===== config.mk =====
export PLATFORM = sky130hd
export DESIGN_NAME = lobm_ctrl
export DESIGN_NICKNAME = d
export VERILOG_FILES = /design/src/design/lobm_pkg.sv /design/src/design/lobm_ctrl.sv
export SDC_FILE = /design/constraint.sdc
export NUM_CORES = 1
export LEC_CHECK = 0
export BUFFER_PORTS_ARGS = -buffer_cell sky130_fd_sc_hd__buf_2
export CAP_MARGIN = 20
export CELL_PAD_IN_SITES_DETAIL_PLACEMENT = 1
export CELL_PAD_IN_SITES_GLOBAL_PLACEMENT = 1
export CORE_MARGIN = 2
export CORE_UTILIZATION = 31
export CTS_CLUSTER_DIAMETER = 50
export CTS_CLUSTER_SIZE = 14
export DETAILED_ROUTE_END_ITERATION = 8
export PLACE_DENSITY = 0.81
export SLEW_MARGIN = 25
export SYNTH_ARGS = -nofsm -noshare
export SYNTH_HDL_FRONTEND = slang
export SYNTH_SLANG_ARGS = --single-unit

===== constraint.sdc =====
create_clock -name aclk -period 2.2 [get_ports aclk]
set_clock_uncertainty 0.05 [all_clocks]
set_input_delay 0.22 -clock aclk [delete_from_list [all_inputs] [get_ports aclk]]
set_output_delay 0.22 -clock aclk [all_outputs]
set_load 0.005 [all_outputs]

===== src/design/lobm_pkg.sv =====
`timescale 1ns / 1ps
`default_nettype none
package lobm_pkg;

    localparam int ID_W    = 32;
    localparam int PRICE_W = 16;
    localparam int QTY_W   = 24;
    localparam int DEPTH_W = 29;
    localparam int CNT_W   = 6;
    localparam int KIND_W  = 3;

    // result kinds
    localparam logic [KIND_W-1:0] RK_TRADE     = 3'd0;
    localparam logic [KIND_W-1:0] RK_RESTED    = 3'd1;
    localparam logic [KIND_W-1:0] RK_FILLED    = 3'd2;
    localparam logic [KIND_W-1:0] RK_MKT_DROP  = 3'd3;
    localparam logic [KIND_W-1:0] RK_FULL_DROP = 3'd4;
    localparam logic [KIND_W-1:0] RK_CANCELLED = 3'd5;
    localparam logic [KIND_W-1:0] RK_NOT_FOUND = 3'd6;

    typedef enum logic [2:0] {
        SCAN_BEST,
        SCAN_CANCEL,
        SCAN_BOOK,
        SCAN_DEPTH,
        SCAN_FREE
    } scan_mode_t;

    typedef struct packed {
        logic              side;
        logic [ID_W-1:0]    id;
        logic [PRICE_W-1:0] price;
        logic [QTY_W-1:0]   qty;
        logic [31:0]        arrival;
    } slot_rec_t;

    localparam int REC_W = $bits(slot_rec_t);

    typedef struct packed {
        logic              load;
        logic              scan_start;
        scan_mode_t        scan_mode;
        logic              trade;
        logic              rest;
        logic              cancel_clear;
        logic              set_status;
        logic [KIND_W-1:0] status;
        logic              emit_last;
    } dp_cmd_t;

    typedef struct packed {
        logic scan_done;
        logic found;
        logic price_ok;
        logic rem_zero;
        logic is_cancel;
        logic is_market;
        logic out_free;
    } dp_sts_t;

endpackage
`default_nettype wire


===== src/design/lobm_ctrl.sv =====
`timescale 1ns / 1ps
`default_nettype none
module lobm_ctrl (
    input  wire logic             aclk,
    input  wire logic             aresetn,
    input  wire logic             s_valid,
    output logic                  s_ready,
    output lobm_pkg::dp_cmd_t     cmd,
    input  wire lobm_pkg::dp_sts_t sts
);
    import lobm_pkg::*;

    typedef enum logic [3:0] {
        ST_IDLE, ST_DISP, ST_MATCH, ST_BWAIT, ST_CHECK, ST_TRADE, ST_FWAIT,
        ST_REST, ST_CWAIT, ST_CFIN, ST_BOOK, ST_BOOKW, ST_DEPTH, ST_DEPTHW, ST_EMIT
    } state_t;

    state_t state_reg, state_next;

    always_comb begin
        state_next = state_reg;
        cmd        = '0;
        cmd.scan_mode = SCAN_BEST;
        cmd.status    = RK_FILLED;
        case (state_reg)
            ST_IDLE: begin
                if (s_valid) begin
                    cmd.load   = 1'b1;
                    state_next = ST_DISP;
                end
            end
            ST_DISP: begin
                if (sts.is_cancel) begin
                    cmd.scan_start = 1'b1;
                    cmd.scan_mode  = SCAN_CANCEL;
                    state_next     = ST_CWAIT;
                end else begin
                    state_next = ST_MATCH;
                end
            end
            ST_MATCH: begin
                if (sts.rem_zero) begin
                    cmd.set_status = 1'b1;
                    cmd.status     = RK_FILLED;
                    state_next     = ST_BOOK;
                end else begin
                    cmd.scan_start = 1'b1;
                    cmd.scan_mode  = SCAN_BEST;
                    state_next     = ST_BWAIT;
                end
            end
            ST_BWAIT: begin
                if (sts.scan_done) state_next = ST_CHECK;
            end
            ST_CHECK: begin
                if (sts.found && sts.price_ok) begin
                    state_next = ST_TRADE;
                end else if (sts.is_market) begin
                    cmd.set_status = 1'b1;
                    cmd.status     = RK_MKT_DROP;
                    state_next     = ST_BOOK;
                end else begin
                    cmd.scan_start = 1'b1;
                    cmd.scan_mode  = SCAN_FREE;
                    state_next     = ST_FWAIT;
                end
            end
            ST_TRADE: begin
                if (sts.out_free) begin
                    cmd.trade  = 1'b1;
                    state_next = ST_MATCH;
                end
            end
            ST_FWAIT: begin
                if (sts.scan_done) state_next = ST_REST;
            end
            ST_REST: begin
                cmd.set_status = 1'b1;
                if (sts.found) begin
                    cmd.rest   = 1'b1;
                    cmd.status = RK_RESTED;
                end else begin
                    cmd.status = RK_FULL_DROP;
                end
                state_next = ST_BOOK;
            end
            ST_CWAIT: begin
                if (sts.scan_done) state_next = ST_CFIN;
            end
            ST_CFIN: begin
                cmd.set_status = 1'b1;
                if (sts.found) begin
                    cmd.cancel_clear = 1'b1;
                    cmd.status       = RK_CANCELLED;
                end else begin
                    cmd.status = RK_NOT_FOUND;
                end
                state_next = ST_BOOK;
            end
            ST_BOOK: begin
                cmd.scan_start = 1'b1;
                cmd.scan_mode  = SCAN_BOOK;
                state_next     = ST_BOOKW;
            end
            ST_BOOKW: begin
                if (sts.scan_done) state_next = ST_DEPTH;
            end
            ST_DEPTH: begin
                cmd.scan_start = 1'b1;
                cmd.scan_mode  = SCAN_DEPTH;
                state_next     = ST_DEPTHW;
            end
            ST_DEPTHW: begin
                if (sts.scan_done) state_next = ST_EMIT;
            end
            ST_EMIT: begin
                if (sts.out_free) begin
                    cmd.emit_last = 1'b1;
                    state_next    = ST_IDLE;
                end
            end
            default: state_next = ST_IDLE;
        endcase
    end

    always_ff @(posedge aclk) begin
        if (!aresetn) begin
            state_reg <= ST_IDLE;
        end else begin
            state_reg <= state_next;
        end
    end

    assign s_ready = (state_reg == ST_IDLE);
endmodule
`default_nettype wire


==> metrics.md, run 1 <==
| Metric | Value |
|---|---|
| Final worst-path cycle share | slightly below 90% |
| Share of cells above drive strength 1 | between 30% and 40% |
| CP endpoint kind | output port |
| HP Start | aresetn |
| Routed vias | 734 |
| Worst hold endpoint | state_reg[0] |
| Avg Cell Area, Syn | 6.659 sq um |
| Seq/Total Area, Yosys | 13.82% |
| R2R depth | 5 |
| Status | finished, final reports clean |
| GRT overflow | 0 |
| Ant diodes | 0 |
| Starting DRC count in detailed routing | 23 |
| Post-Synthesis Cells | between 80 and 90 |
| Clock latency at the later pin of the worst-skew pair | 0.23 ns |
| CTS tree | yes |
| Synth warn | 0 |
| FF-to-FF Start | state_reg[3] |
| Leak pwr | ~0.34 nW |
| Least-Margin Pin Slew | between 0.4 and 0.5 ns |
| Crit Path Class | reg2out |
| Layout area overhead | 27.21% |
| Post-Syn Nets | 97 |
| Num rows | 15 |
| Setup Total Neg Slack | 0 ns |
| Worst reg2reg endpoint | state_reg[2] |
| CP arrival | ~1.7 ns |
| Mapped cell area | 579.3 sq um |
| DRC | 0 |
| Drt first pass iters | 4 |
| Fmax | 508.4 MHz |
| RSZ-0062 raised after global routing | no |
| Flop2flop setup slack | 0.32 ns |
| Initial antenna violation count | 0 |
| Vias in the first global route | 681 |
| Hold Path Cell Cnt | 2 |
| # IOs | 24 |
| Final #Nets | roughly 120 |
| Normalized max-slew margin | 69.05% |
| GRT Overall Usage | about 18% |
| Worst EP required | 1.93 ns |
| Fin. Hold Viols | 0 |
| Worst Hold Class | in2reg |
| H-tree depth | 1 |
| Power per cell area | 1042 mW/mm^2 |
| Final setup violation count | 0 |
| Post-route design area | roughly 740 sq um |
| Core Region | 0.001745 sq mm |
| Root Buffer | clkbuf_4 |
| Die Ht | 47.23 um |
| Max_cap viols | 0 |
| Vias/cell | 5.478 |
| # hold bufs at CTS | 0 |
| Post-DP HPWL | 1.458 mm |
| Starting Density | 33.19% |
| Clk slew on worst S/H paths | around 0.040 ns |
| Max reg flops | 4 |
| Area after DPL | 713.2 sq um |
| Avg WL per Cell | ~14 um |
| CTS buffer count | 3 |
| Peak supply drop | 0.0003528 V |
| Synth cell types | 39 |
| Global-route wire length before repair | roughly 2.9 mm |
| Die width | 47.23 um |
| Routed WL | 1.822 mm |
| Die area | 0.002231 sq mm |
| Crit Path Max Fanout | 11 |
| Gpl congestion | 0.8626 |
| Setup crit start kind | flip-flop |
| I/O Buffers | 23 |
| Pin count of the biggest net entering global routing | 19 |
| Max-slew violations | 0 |
| Clock sink total | 4 |
| Period minus WS final | 1.967 ns |
| Flops & latches, synth | 4 |
| DRT antenna net count | 0 |
| Max clock buf depth | 2 |
## per-layer routing
metal / up-vias / wire length, um / global-route usage [%]
li1: 361 / - / -
met5: - / 0 / 0
met4: 0 / 0 / 1.111
met3: 0 / 99 / 3.846
met2: 22 / 876 / 31.08
met1: 351 / 847 / 24.32
## critical path: stages (launching register included)
cell      delay [ns]
dfxtp_1         0.56
buf_4           0.24
nand2b_1        0.16
nor3_1          0.07
a211o_1         0.30
buf_2           0.13
## logic make-up after synthesis
kind of cell / share of synthesized area [%]
simple gates: 38.66
compound gates: 34.35
buf+inv: 9.934
flops: 13.82
xor+xnor: 1.512
mux: 1.728
## layout by cell type, fill, tap and decap left out, types with 3 or more instances in the layout
cell type  count
a211o_1        3
a21oi_1        3
a31oi_1        3
buf_2         23
buf_4          5
clkbuf_4       3
dfxtp_1        3
nand2_1        5
nand2b_1       3
nand3_1        3
nor2_1        10
nor2b_1        5
o21ai_0        8
## metrics by stage
step	utilization, %	setup slack, ns	cells	power, mW	hold WS [ns]
floorplan	-	0.4419	87	0.5066	0.2982
global placement	40.86	0.2747	131	0.6698	0.4694
detailed placement	40.86	0.1418	131	0.6843	0.4717
CTS	42.15	0.1484	134	0.7762	0.2359
global route	42.22	0.1030	134	0.8502	0.2479
finish	42.22	0.2329	134	0.7678	0.2363
## layout make-up
cell class | count | area [sq um]
fill | 258 | 1008
multi-input combinational | 72 | 441.7
timing repair buffer | 28 | 152.6
sequential | 4 | 81.33
tap | 25 | 31.28
clock buffer | 3 | 22.52
inverter | 2 | 7.507
## cell usage after synthesis
cell type / number / area share, %
mux2i_1: 1 / 1.7
nor2b_1: 5 / 5.4
and4_1: 1 / 1.5
nand2b_1: 3 / 3.2
a31o_2: 1 / 1.5
or4_1: 1 / 1.3
inv_1: 2 / 1.3
o21bai_1: 1 / 1.3
o311ai_1: 1 / 1.5
o21ba_2: 1 / 1.7
a31oi_1: 3 / 3.2
nor2_1: 10 / 6.5
nand4b_1: 1 / 1.5
clkbuf_1: 5 / 3.2
o21ai_0: 8 / 6.9
and2_1: 1 / 1.1
a22oi_1: 1 / 1.3
a21o_1: 1 / 1.3
a211o_1: 3 / 4.5
buf_6: 2 / 3.9
nor2b_4: 1 / 2.4
nor4_1: 2 / 2.2
a21boi_1: 1 / 1.3
nor3_1: 2 / 1.7
buf_2: 1 / 0.86
o211ai_1: 1 / 1.3
nand3b_1: 1 / 1.3
xnor2_1: 1 / 1.5
o21ai_1: 2 / 1.7
a221oi_1: 1 / 1.5
a21boi_0: 1 / 1.3
and3_1: 2 / 2.2
dfxtp_1: 4 / 14
nand3_1: 3 / 2.6
a21oi_1: 3 / 2.6
buf_1: 1 / 0.65
a211oi_1: 1 / 1.3
nand2_1: 5 / 3.2
nor3b_1: 2 / 2.6
## power breakdown
| group | internal (mW) | switching [mW] |
|---|---|---|
| registers | 0.0975 | 0.0769 |
| logic | 0.241 | 0.267 |
| clock network | 0.0607 | 0.0251 |
## how the worst max path moves through the flow
stage	slack [ns]	to	depth (start not counted)	from
after floorplan	0.44	state_reg[2]	7	state_reg[2]
after global placement	0.27	state_reg[2]	5	state_reg[2]
after detailed placement	0.14	state_reg[2]	5	state_reg[2]
after CTS	0.15	state_reg[2]	5	state_reg[2]
after global routing	0.10	cmd[4]	5	state_reg[3]
final	0.23	cmd[4]	5	state_reg[3]
## timing repair
action                     4_1_cts  5_1_grt
setup endpoints to repair        0        1
resized for setup                0        1
setup buffers                    0        0
Power figures use the tool's default switching activity.
==> inputs of run 2 (changes only) <==
- PLACE_DENSITY: 0.81 -> not set
- PLACE_DENSITY_LB_ADDON: not set -> 0.05
==> run 2 against run 1 <==
  * Non-clock buffer count is 1 higher
  * First-iteration DRC count shrank 70%
  * Maximum frequency rose by 0.61%
  * Via count is 1.9% lower
  * Global-route usage down 0.79 points
  * Flip-flop and latch count stayed put
  * Highest routed layer is now met4
  * Final cell count up 0.75%
  * Utilization up 0.36 points
  * Wire length about the same
  * Hold slack improved by 0.0041 ns
  * Sequential share of layout area down 0.26 points
==> metrics.md, run 2 (same netlist as run 1, synthesis figures left out) <==
| Metric | Value |
|---|---|
| Normalized max-slew margin | 70.05% (was 69.05%) |
| Die area | 0.002231 sq mm (unchanged) |
| CTS buffer count | 3 (unchanged) |
| Starting DRC count in detailed routing | 7 (was 23) |
| Ant diodes | 0 (unchanged) |
| Final worst-path cycle share | 88.87% (was 89.41%) |
| Drt first pass iters | 4 (unchanged) |
| GRT overflow | 0 (unchanged) |
| Pin count of the biggest net entering global routing | 14 (was 19) |
| CTS tree | yes (unchanged) |
| Final #Nets | 122 (was 121) |
| Die Ht | 47.23 um (unchanged) |
| Post-DP HPWL | 1.449 mm (was 1.458 mm) |
| Routed vias | 720 (was 734) |
| Root Buffer | clkbuf_4 (unchanged) |
| Clock sink total | 4 (unchanged) |
| Crit Path Max Fanout | 10 (was 11) |
| Initial antenna violation count | 0 (unchanged) |
| H-tree depth | 1 (unchanged) |
| Setup crit start kind | flip-flop (unchanged) |
| Period minus WS final | 1.955 ns (was 1.967 ns) |
| Fmax | 511.5 MHz (was 508.4 MHz) |
| Die width | 47.23 um (unchanged) |
| Post-CTS sizing | 0 (unchanged) |
| Least-Margin Pin Slew | 0.4486 ns (was 0.4636 ns) |
| Design Power | 0.7749 mW (was 0.7678 mW) |
| Gpl congestion | 0.8542 (was 0.8626) |
| # hold bufs at CTS | 0 (unchanged) |
| # IOs | 24 (unchanged) |
| Starting Density | 33.19% (unchanged) |
| Setup Total Neg Slack | 0 ns (unchanged) |
| GRT Overall Usage | 17.35% (was 18.14%) |
| Vias/cell | 5.333 (was 5.478) |
| Max clock buf depth | 2 (unchanged) |
| Routed WL | 1.823 mm (was 1.822 mm) |
| I/O Buffers | 23 (unchanged) |
| Worst stage delay on the critical path | 0.54 ns (was 0.56 ns) |
| Slowest stage cell, crit path | dfxtp_1 (unchanged) |
| Max_cap viols | 0 (unchanged) |
| Layout area overhead | 28.29% (was 27.21%) |
| Peak supply drop | 0.0005834 V (was 0.0003528 V) |
| CP arrival | 1.69 ns (was 1.70 ns) |
| Area after DPL | 720.7 sq um (was 713.2 sq um) |
| Share of cells above drive strength 1 | 31.82% (was 32.11%) |
| Vias in the first global route | 650 (was 681) |
| CP Cell Sequence | buf_4 -> nand2b_1 -> nor3_1 -> a211o_1 -> buf_2 (unchanged) |
| DRT antenna net count | 0 (unchanged) |
| Crit Path Class | reg2out (unchanged) |
| Avg WL per Cell | 13.50 um (was 13.60 um) |
| Fin. Hold Viols | 0 (unchanged) |
| CP endpoint kind | output port (unchanged) |
| Post-route design area | 743.2 sq um (was 737.0 sq um) |
| RSZ-0062 raised after global routing | no (unchanged) |
| Final setup violation count | 0 (unchanged) |
| DRC | 0 (unchanged) |
| Worst EP required | 1.93 ns (about the same) |
| Power per cell area | 1043 mW/mm^2 (was 1042 mW/mm^2) |
| Leak pwr | 0.3490 nW (was 0.3441 nW) |
| Clock latency at the later pin of the worst-skew pair | 0.23 ns (about the same) |
| Max-slew violations | 0 (unchanged) |
| Worst Hold Class | in2reg (unchanged) |
| Core Region | 0.001745 sq mm (unchanged) |
| Post-CTS setup buffers | 0 (unchanged) |
| Clk slew on worst S/H paths | 0.04 ns (about the same) |
| Status | finished, final reports clean (unchanged) |
| Max reg flops | 4 (unchanged) |
| Most frequent cells in the layout | buf_2, nor2_1, o21ai_0 (unchanged) |
| Global-route wire length before repair | 2.842 mm (was 2.925 mm) |
| Commonest non-fill, non-tap cell in the layout | buf_2 (unchanged) |
| Num rows | 15 (unchanged) |
==> run 2: cell types whose count changed in the layout (fill, tap and decap cells not counted) <==
cell / delta
dfxtp_1: +1
buf_4: +1
dfxtp_2: -1
==> run 2: stage by stage <==
stage / setup WS (ns) / utilization, % / std cells / hold WS [ns]
2_1_floorplan: 0.4419 / - / 87 / 0.2982
3_3_place_gp: 0.4072 / 41.29 / 132 / 0.4624
3_5_place_dp: 0.3698 / 41.29 / 132 / 0.4676
4_1_cts: 0.2444 / 42.58 / 135 / 0.2369
5_1_grt: 0.1348 / 42.58 / 135 / 0.2454
6_report: 0.2448 / 42.58 / 135 / 0.2404
==> run 2: power breakdown <==
part           leakage (nW)  total (mW)  internal, mW  switching (mW)
Clock                0.0138      0.0891        0.0609          0.0282
Combinational         0.303       0.518         0.244           0.275
Sequential           0.0327       0.167        0.0972          0.0701
==> run 2: cell type report <==
| type | instances | area, sq um |
|---|---|---|
| fillers | 241 | 1002 |
| multi-input cells | 72 | 441.7 |
| repair buffers | 29 | 160.2 |
| flip-flops and latches | 4 | 80.08 |
| well taps | 25 | 31.28 |
| clock buffers | 3 | 22.52 |
| inverters | 2 | 7.507 |
==> run 2: path summary, 6_finish.rpt <==
kind                startpoint            to  slack (ns)  depth (start not counted)
hold reg to reg   state_reg[0]  state_reg[2]        0.64                          2
hold / removal         aresetn  state_reg[0]        0.24                          2
setup / recovery  state_reg[3]        cmd[4]        0.24                          5
setup reg to reg  state_reg[3]  state_reg[0]        0.35                          6
==> run 2: metal layers <==
layer | track usage, % | routed length (um) | vias up
met3 | 3.846 | 45 | 2
met1 | 24.72 | 910 | 336
li1 | - | - | 367
met4 | 1.667 | 16 | 0
met2 | 27.57 | 850 | 15
met5 | 0 | 0 | -
==> run 2: worst max-delay path, delay by kind of cell (launching register included) <==
kind | cells | cell delay (ns)
DFF | 1 | 0.54
AOI/OAI and AO/OA | 1 | 0.31
and+or+nand+nor | 2 | 0.23
buffers and inverters | 2 | 0.37
